**config.mk**
```make
export PLATFORM = sky130hd
export DESIGN_NAME = mops_ram
export DESIGN_NICKNAME = d
export VERILOG_FILES = /design/src/rtl/core/mops_ram.sv
export SDC_FILE = /design/constraint.sdc
export NUM_CORES = 1
export LEC_CHECK = 0
export BUFFER_PORTS_ARGS = -buffer_cell sky130_fd_sc_hd__buf_4
export CAP_MARGIN = 0
export CORE_ASPECT_RATIO = 0.6
export CORE_MARGIN = 3
export CORE_UTILIZATION = 40
export CTS_CLUSTER_DIAMETER = 50
export CTS_CLUSTER_SIZE = 40
export DETAILED_ROUTE_END_ITERATION = 6
export GPL_TIMING_DRIVEN = 0
export PLACE_DENSITY_LB_ADDON = 0.12
export REMOVE_ABC_BUFFERS = 1
export SLEW_MARGIN = 0
export SYNTH_ARGS = -nofsm -noshare
export SYNTH_HDL_FRONTEND = slang
export SYNTH_SLANG_ARGS = --single-unit
```
**constraint.sdc**
```tcl
create_clock -name clock -period 3.8 [get_ports clock]
set_input_delay 0.57 -clock clock [delete_from_list [all_inputs] [get_ports clock]]
set_output_delay 0.57 -clock clock [all_outputs]
set_load 0.005 [all_outputs]
```
**src/rtl/core/mops_ram.sv**
```systemverilog
// Generic single-write, single-read RAM with registered read data.
// No dependencies; used for the prefix-sum and reachability stores.
module mops_ram #(
   parameter int WIDTH = 8,
   parameter int DEPTH = 16
) (
   input  logic                     clock,
   input  logic                     wr_en,
   input  logic [$clog2(DEPTH)-1:0] wr_addr,
   input  logic [WIDTH-1:0]         wr_data,
   input  logic [$clog2(DEPTH)-1:0] rd_addr,
   output logic [WIDTH-1:0]         rd_data
);

   logic [WIDTH-1:0] mem [DEPTH];

   // write port and registered read port
   always_ff @(posedge clock) begin
      if (wr_en) begin
         mem[wr_addr] <= wr_data;
      end
      rd_data <= mem[rd_addr];
   end

endmodule

```
# Yosys cells after proc, flatten, opt, wreduce, memory -nomap -nowiden
# Memory sizes are Yosys's and may differ from the RTL's. A register that Yosys moved wholly into a read port is not among the register bits.
# Index checks and enable logic that the tools add are counted.
[classes] mux=2
[op_table] op="$mux W1" n=2
[totals] regBits=0 mem_bits_rw=128 in_bits=18 out_inout_bits=8 wordCells=3 memories=1
[mem_list] memory="mem" depth=16 word_bits=8 rd=1 rd_clocked_by_memory_dff=1 wr=1 line_no="15" rtl="logic [WIDTH-1:0] mem [DEPTH];"

# Logic depth before layout (Yosys ltp)
# Gate-level depths: netlist (run 1).
[logic_depth] ltp_word=2 ltp_mapped=5 mapped_depth_nobuf=3

# Worst setup path before layout (run 1)
# No wires, ideal clock.
[synth_timing] kind="in2reg" startpoint="input port wr_addr[2]" endpoint="memory mem[0][0] (enable)" setup_ps=383 t_arrival_ps=1680 t_required_ps=3417 path_slack_ps=1737 path_stages=2 path_buffers=0 path_cell_list="or3b_2 -> nor3_1"
[synth_rtl] item="from (decl)" line_no="9" rtl="input logic [$clog2(DEPTH)-1:0] wr_addr,"
[synth_rtl] item="to (decl)" line_no="15"
# No word-level cell before the write port.

# Final worst setup path (run 1)
[layout_timing] startpoint="input port wr_addr[2]" endpoint="memory mem[3][7] (enable)"
# No word-level cell before the write port.

==> impl_metrics.json, run 1 <==
{
  "path_cells": "buf_4, or3b_2, nor2_1",
  "cap_violations": 0,
  "htreeDepth": 4,
  "area_growth_pct": 18.0,
  "drt_wl_total_um": 9770,
  "synth_seq_cells": 136,
  "syn_avg_cell_area_um2": 22.5,
  "yosys_warnings": 0,
  "synthMuxAreaShare": 0.150,
  "placementRows": 31,
  "grt_overflow": 0,
  "cts_setup_buffers": 0,
  "cp.required_ps": 3830,
  "start_util": 0.419,
  "hold_path_depth": 1,
  "grt_antenna_before_repair": 0,
  "grt_max_degree": 33,
  "synth_adder_area_share": 0,
  "rsz0062_at_grt": "no",
  "dp_worst_setup_slack_ps": 1420,
  "tightestPinTransition_ps": 1020,
  "dpl.cell_count": 411,
  "grtUsageTotal": 0.148,
  "ctsHoldBuffers": 0,
  "setup_violations": 0,
  "seq_area_frac_synth": 0.778,
  "grt_pass1_wl_um": 14800,
  "io_pins": 26,
  "synth-simple-area-share": 0.0318,
  "r2r_cells": 3,
  "finalCritPeriodShare": 0.505,
  "r2r-start": "mem[9][3]",
  "leakage_uw": 0.00200,
  "die_w_um": 152,
  "gp_congestion": 0.658,
  "hold_violations": 0,
  "cts_sinks": 136,
  "power_density_nw_per_um2": 569,
  "syn_inst": 229,
  "cp-end-kind": "register",
  "die_height_um": 93.9,
  "route.detailed.drc": 0,
  "hpwl_um": 5910,
  "nFillCells": 1003,
  "cts_max_path_buffers": 2,
  "clk_pin_slew_ps": 60,
  "clock_latency_ps": 410,
  "critical-path-max-stage-delay_ps": 730,
  "r2r_setup_slack_ps": 2420,
  "synth_cell_types": 19,
  "hold_start": "wr_data[2]",
  "num_vias": 2288,
  "ir_drop_mv": 0.296,
  "cts_buffers": 17,
  "critPathArrivalTime_ps": 1950,
  "synthXorXnorAreaFrac": 0,
  "fin_crit_ps": 1920,
  "finalMaxSlewViolations": 0,
  "fin_tns_setup_ps": 0,
  "n_antenna_cell": 0,
  "drive_gt1_frac": 0.277,
  "slowest_stage": "nor2_1",
  "die_area_um2": 14300,
  "hold_class": "in2reg",
  "final_cells": 443,
  "wl_per_cell_um": 22.0,
  "outcome": "finished clean",
  "crit_fanout": 8,
  "r2r-end": "rd_data[3]",
  "grt_pass1_vias": 2366,
  "first_iter_violations": 189,
  "vias_per_cell": 5.16,
  "final_nets": 283,
  "clock_skew_ps": 7.24,
  "cts-root-buf": "clkbuf_16",
  "cts_tree": "yes",
  "fmax_mhz": 521,
  "core_um2": 12300,
  "hold_path_end": "mem[5][2]",
  "slew_headroom": 0.315,
  "ant_nets": 0,
  "drtPass1Iterations": 4,
  "start_kind": "primary input",
  "layout_setup_ws_ps": 1880,
  "criticalPathCategory": "in2reg",
  "synth_compound_area_frac": 0.0233,
  "cts_resized": 0,
  "port_buffers": 25,
  "synth_top_family_by_area": "multiplexers",
  "syn_area_um2": 5150
}
==> metal layers <==
layer | GRT usage | wire (µm) | up-vias
met2 | 0.200 | 4090 | 50
met4 | 0.0623 | 140 | 0
met1 | 0.225 | 5110 | 1180
met3 | 0.0405 | 424 | 14
li1 | - | - | 1044
met5 | 0 | 0 | -
==> critical path: cells and delay by family <==
kind / cells / cell delay [ps]
AND/OR/NAND/NOR: 2 / 1250
buffers and inverters: 1 / 120
==> how the worst max path moves through the flow <==
stage               start         to  slack (ps)  depth (start not counted)
2_1_floorplan  wr_addr[2]  mem[0][0]        1740                          2
3_3_place_gp   wr_addr[2]  mem[0][5]         920                          3
3_5_place_dp   wr_addr[2]  mem[1][5]        1420                          3
4_1_cts        wr_addr[2]  mem[1][7]        1860                          3
5_1_grt        wr_addr[2]  mem[1][7]        1820                          3
6_report       wr_addr[2]  mem[3][7]        1880                          3
==> power breakdown <==
group          leakage [µW]  switching (µW)  internal [µW]
clock network      0.000267             597           1020
registers           0.00122            7.82           1680
logic              0.000506            84.6           70.0
total               0.00200             690           2760
==> cell families after synthesis <==
logic type / after synthesis
flip-flops: 136
AND/OR/NAND/NOR: 35
multiplexers: 32
AO/OA/AOI/OAI: 16
buffers and inverters: 10
==> flip-flops by register name, summed over array words and instances (netlist names) <==
name	flops
rd_data	8
mem	128
==> cells in the mapped netlist, drive strengths merged <==
cell type      number  area (µm²)
nor3                4        20.0
buf                 7        56.3
clkdlybuf4s25       3        30.0
or3b                1        8.76
nand3               1        5.00
a22oi              16         120
dfxtp               8         160
nand2b              2        12.5
nand3b              2        15.0
nand2               9        33.8
nor2b               1        6.26
edfxtp            128        3840
and2b               1        7.51
and2                1        6.26
nor2               13        48.8
mux4               32         773
==> cells in the final DEF (no fill, tap or decap), drive strengths merged <==
| cell | n |
|---|---|
| edfxtp | 128 |
| mux4 | 32 |
| buf | 27 |
| clkbuf | 17 |
| a22oi | 16 |
| nor2 | 13 |
| nand2 | 9 |
| dfxtp | 8 |
| clkinvlp | 6 |
| clkinv | 6 |
| nor3 | 4 |
| bufinv | 3 |
| nand3b | 2 |
| nand2b | 2 |
| nor2b | 1 |
| and2 | 1 |
| and2b | 1 |
| nand3 | 1 |
| or3b | 1 |
==> through the flow <==
| step | area (µm²) | power, µW | utilization | hold WS (ps) |
|---|---|---|---|---|
| 3_5_place_dp | 5490 | 1880 | 0.446 | 661 |
| 5_1_grt | 6070 | 3580 | 0.494 | 461 |
| 4_1_cts | 6070 | 3490 | 0.494 | 451 |
| 3_3_place_gp | 5460 | 1870 | 0.444 | 654 |
| 2_1_floorplan | 5060 | 1780 | - | 629 |
| 6_report | 6070 | 3450 | 0.494 | 464 |
==> cell type report <==
class                      count  area (µm²)  area share
multi-input combinational     83        1070       0.177
tap                          165         206      0.0340
clock buffer                  17         425      0.0700
clock inverter                15         160      0.0264
timing repair buffer          27         206      0.0340
sequential                   136        4000       0.659
(Power assumes the default switching activity.)
==> inputs of run 2 (changes only) <==
Settings changed: ABC_AREA set to 1.
Clock period 3.8 ns to 1.8 ns, I/O delays scaled along.
==> run 2 against run 1 <==
  * Critical path depth stayed put
  * Worst hold slack worse by 290 ps
  * Sequential power is 110% higher
  * First-iteration DRC count is 21% higher
  * Largest power group is now the clock network
==> impl_metrics.json, run 2 <==
{
  "outcome": "finished clean",
  "area_growth_pct": 15.6,
  "grt_pass1_wl_um": 19800,
  "syn_avg_cell_area_um2": 10.5,
  "r2r-end": "rd_data[4]",
  "cts_max_path_buffers": 2,
  "finalMaxSlewViolations": 0,
  "fmax_mhz": 677,
  "leakage_uw": 0.00284,
  "final_cells": 776,
  "hold_class": "in2reg",
  "slowest_stage": "nor2_1",
  "dpl.cell_count": 744,
  "cts_tree": "yes",
  "route.detailed.drc": 0,
  "ys.flop_type": "edfxtp_1",
  "num_vias": 3602,
  "cap_violations": 0,
  "fin_crit_ps": 1480,
  "ctsHoldBuffers": 0,
  "fin_tns_setup_ps": 0,
  "r2r_cells": 6,
  "hold_path_depth": 1,
  "port_buffers": 25,
  "power_density_nw_per_um2": 1150,
  "postSynth.asyncResetShare": 0,
  "io_pins": 26,
  "die_area_um2": 15900,
  "clk_pin_slew_ps": 60,
  "hold_start": "wr_data[5]",
  "synth_cell_types": 12,
  "synthMostInstantiatedCell": "nand2_1",
  "grt_overflow": 0,
  "cp_num_buf_inv": 1,
  "cp_top_family": "simple AND/OR/NAND/NOR gates",
  "path_cells": "buf_4, nand3b_1, nor2_1",
  "criticalPathCategory": "in2reg",
  "netlist_top_cells_area": "edfxtp_1 (67%), nand2_1 (11%), nand3_1 (8.4%), inv_1 (6.5%), dfxtp_1 (2.8%)",
  "rsz0062_at_grt": "no",
  "critical-path-max-stage-delay_ps": 890,
  "r2r-start": "mem[5][4]",
  "synth_seq_cells": 136,
  "synth_edf_count": 128,
  "grtUsageTotal": 0.172,
  "clock_skew_ps": 5.63,
  "synthTopCellsByCount": "nand2_1 (173), edfxtp_1 (128), inv_1 (100)",
  "drtPass1Iterations": 5,
  "nFillCells": 1316,
  "synth.top_cell.area_share": 0.667,
  "grt_max_degree": 66,
  "dp_worst_setup_slack_ps": -573,
  "seq_area_frac_synth": 0.694,
  "finalCritPeriodShare": 0.820,
  "drt_wl_total_um": 13200,
  "cts_sinks": 136,
  "cts-root-buf": "clkbuf_16",
  "vias_per_cell": 4.64,
  "hold_ws_ps": 174,
  "start_kind": "primary input",
  "synth_top_area_cell": "edfxtp_1",
  "cp.required_ps": 1830,
  "top_register": "mem",
  "start_util": 0.416,
  "htreeDepth": 4,
  "hpwl_um": 7740,
  "first_iter_violations": 228,
  "gp_congestion": 0.724,
  "hold_violations": 0,
  "wl_per_cell_um": 17.0,
  "syn_inst": 551,
  "critPathArrivalTime_ps": 1500,
  "r2r_setup_slack_ps": 700,
  "hold_path_end": "mem[3][5]",
  "grt_antenna_before_repair": 0,
  "placementRows": 33,
  "final_nets": 589,
  "clock_latency_ps": 410,
  "n_antenna_cell": 0,
  "die_height_um": 99.0,
  "cts_buffers": 17,
  "syn_area_um2": 5770,
  "cts_setup_buffers": 0,
  "drive_gt1_frac": 0.0942,
  "ant_nets": 0,
  "largest_reg_flops": 128,
  "layout_commonest_cell": "nand2_1",
  "layout_setup_ws_ps": 324,
  "top_regs": "mem (128), rd_data (8)",
  "grt_pass1_vias": 3357,
  "die_w_um": 161,
  "slew_headroom": 0.232,
  "tightestPinTransition_ps": 1150,
  "setup_violations": 0,
  "finalCoreUtilization": 0.481,
  "core_um2": 13900,
  "cp-end-kind": "register",
  "crit_fanout": 8,
  "ir_drop_mv": 0.592,
  "final_cell_mix": "nand2_1 (173), edfxtp_1 (128), inv_1 (100)",
  "yosys_warnings": 0
}
## run 2: final cells by class
cell class | instances | area, µm² | share of cell area
clock buffer | 17 | 425 | 0.0638
clock inverter | 15 | 208 | 0.0312
inverter | 102 | 385 | 0.0578
multi-input combinational | 289 | 1210 | 0.182
sequential | 136 | 4000 | 0.600
tap | 192 | 240 | 0.0360
timing repair buffer | 25 | 191 | 0.0287
## run 2: worst max path at each step
stage	to	startpoint	slack, ps	depth (start not counted)
after floorplan	rd_data[2]	rd_addr[0]	550	6
after global placement	rd_data[4]	rd_addr[0]	-580	7
after detailed placement	rd_data[4]	rd_addr[0]	-570	7
after CTS	rd_data[4]	rd_addr[0]	130	7
after global routing	rd_data[4]	rd_addr[0]	200	7
final	mem[9][7]	wr_addr[2]	320	3
## run 2: kinds of logic after synthesis
kind of cell / after synthesis / synth area share
DFF: 136 / 0.694
buffers and inverters: 126 / 0.0952
and+or+nand+nor: 289 / 0.210
## run 2: per-layer routing
metal	part of all wire	routed length, µm	GRT usage
met1	0.48	6260	0.248
met2	0.44	5830	0.256
met3	0.071	932	0.0428
met5	0	0	0
met4	0.011	140	0.0595
## run 2: through the flow
| stage | cell area [µm²] | total power (µW) |
|---|---|---|
| after floorplan | 5600 | 3820 |
| after global placement | 6030 | 4050 |
| after detailed placement | 6030 | 4050 |
| after CTS | 6660 | 7770 |
| after global routing | 6670 | 7950 |
| final | 6670 | 7690 |
## run 2: power breakdown
part | internal (µW) | switching (µW) | total, µW
sequential | 3540 | 17.3 | 3560
clock | 2430 | 1280 | 3710
combinational | 132 | 292 | 424
total | 6110 | 1590 | 7690
## run 2: what timing repair did
item | CTS | global route
gates resized for setup | 1 | 1
setup endpoints to repair | 8 | 1
cloned | 0 | 0
==> inputs of run 3 (changes only) <==
Settings changed: ABC_AREA 1 to 0.
Clock period 1.8 ns to 1.5 ns, I/O delays scaled along.
==> run 3 against run 2 <==
  * The flow now finishes with violations (setup timing)
  * Clock skew barely moved
  * Setup slack lost 400 ps
  * Cell area shrank 8.8%
  * Die area fell by 10%
  * Largest power group is now registers
==> impl_metrics.json, run 3 (synthesized netlist as in run 1, its figures left out) <==
{
  "num_vias": 2282,
  "cap_violations": 0,
  "wl_met1_um": 5060,
  "grt_max_degree": 33,
  "cp.required_ps": 1530,
  "dpl.cell_count": 411,
  "top_layer": "met4",
  "slew_headroom": 0.301,
  "grt_antenna_before_repair": 0,
  "route.detailed.drc": 0,
  "final_cell_mix": "edfxtp_1 (128), buf_4 (25), mux4_2 (18)",
  "critical-path-max-stage-delay_ps": 720,
  "grt_pass1_vias": 2366,
  "area_growth_pct": 18.2,
  "finalCritPeriodShare": 1.05,
  "htreeDepth": 4,
  "final_cells": 443,
  "r2r-start": "mem[9][3]",
  "ant_nets": 0,
  "fin_crit_ps": 1580,
  "cp_num_buf_inv": 1,
  "tightestPinTransition_ps": 1040,
  "rsz0062_at_grt": "yes",
  "hold_ws_ps": 121,
  "core_um2": 12300,
  "die_w_um": 152,
  "cts-root-buf": "clkbuf_16",
  "layout_commonest_cell": "edfxtp_1",
  "grtUsageTotal": 0.148,
  "critPathArrivalTime_ps": 1600,
  "largest_reg_flops": 128,
  "setup_violations": 16,
  "leakage_uw": 0.00200,
  "drive_gt1_frac": 0.284,
  "cts_buffers": 17,
  "top_register": "mem",
  "gp_congestion": 0.658,
  "clk_pin_slew_ps": 60,
  "clock_latency_ps": 410,
  "fin_area_um2": 6080,
  "grt_overflow": 0,
  "slowest_stage": "nor3_2",
  "n_antenna_cell": 0,
  "first_iter_violations": 203,
  "cp_top_family": "simple AND/OR/NAND/NOR gates",
  "start_util": 0.419,
  "layout_setup_ws_ps": -77.6,
  "grt_pass1_wl_um": 14800,
  "die_area_um2": 14300,
  "hold_violations": 0,
  "final_nets": 283,
  "drt_wl_total_um": 9740,
  "io_pins": 26,
  "outcome": "finished with violations",
  "placed_cell_area_um2": 5490,
  "dr_wl_met2_um": 4120,
  "wl_met3_um": 477,
  "clock_skew_ps": 6.06,
  "path_cells": "buf_4, or3b_2, nor3_2",
  "vias_per_cell": 5.15,
  "fmax_mhz": 634,
  "cp-end-kind": "register",
  "ctsHoldBuffers": 0,
  "power_density_nw_per_um2": 1440,
  "die_height_um": 93.9,
  "drtPass1Iterations": 4,
  "cts_max_path_buffers": 2,
  "top_regs": "mem (128), rd_data (8)",
  "fin_tns_setup_ps": -979,
  "ir_drop_mv": 0.740,
  "criticalPathCategory": "in2reg",
  "hold_class": "in2reg",
  "nFillCells": 1003,
  "violations": "setup timing",
  "cts_tree": "yes",
  "worstSetupStartpoint": "wr_addr[2]",
  "finalMaxSlewViolations": 0,
  "hpwl_um": 5910,
  "port_buffers": 25,
  "hold_start": "wr_data[2]",
  "start_kind": "primary input",
  "dp_worst_setup_slack_ps": -533,
  "placementRows": 31,
  "cts_sinks": 136,
  "wl_per_cell_um": 22.0,
  "crit_fanout": 8
}
run 3: cell types whose count changed in the layout (fill, tap and decap cells not counted), moves of 14 or more:
| cell | delta |
|---|---|
| mux4_2 | +18 |
| nand2_1 | -164 |
| nand3_1 | -96 |
| a22oi_1 | +16 |
| mux4_1 | +14 |
| inv_1 | -100 |
run 3: layer usage:
metal | GRT usage | vias to the layer above
li1 | - | 1044
met1 | 0.225 | 1176
met2 | 0.200 | 51
met3 | 0.0405 | 11
met4 | 0.0623 | 0
met5 | 0 | -
run 3: area by class of cell:
type                    instances  area (µm²)  share of cell area
well taps                     165         206              0.0339
multi-input cells              83        1080               0.177
repair buffers                 27         210              0.0346
clock inverters                15         160              0.0263
clock buffers                  17         425              0.0699
flip-flops and latches        136        4000               0.658
run 3: power breakdown:
part           switching [µW]  internal [µW]  total [µW]
registers                19.8           4250        4270
logic                     216            179         394
clock network            1500           2580        4080
total                    1740           7010        8740
run 3: stage by stage:
stage	total power (µW)	utilization
after global routing	9070	0.495
after detailed placement	4750	0.446
final	8740	0.495
after CTS	8840	0.494
after global placement	4740	0.444
after floorplan	4520	-
run 3: worst paths after layout:
kind	endpoint	slack [ps]	cells past startpoint
setup / recovery	mem[0][7]	-80	3
hold reg to reg	rd_data[0]	670	3
hold / removal	mem[5][2]	120	1
setup reg to reg	rd_data[3]	120	3
run 3: repair_timing:
action,in CTS,in global routing
gates resized for setup,1,2
hold endpoints to repair,0,0
endpoints found under the setup margin,32,30
buffers inserted,0,0
gates cloned,0,0
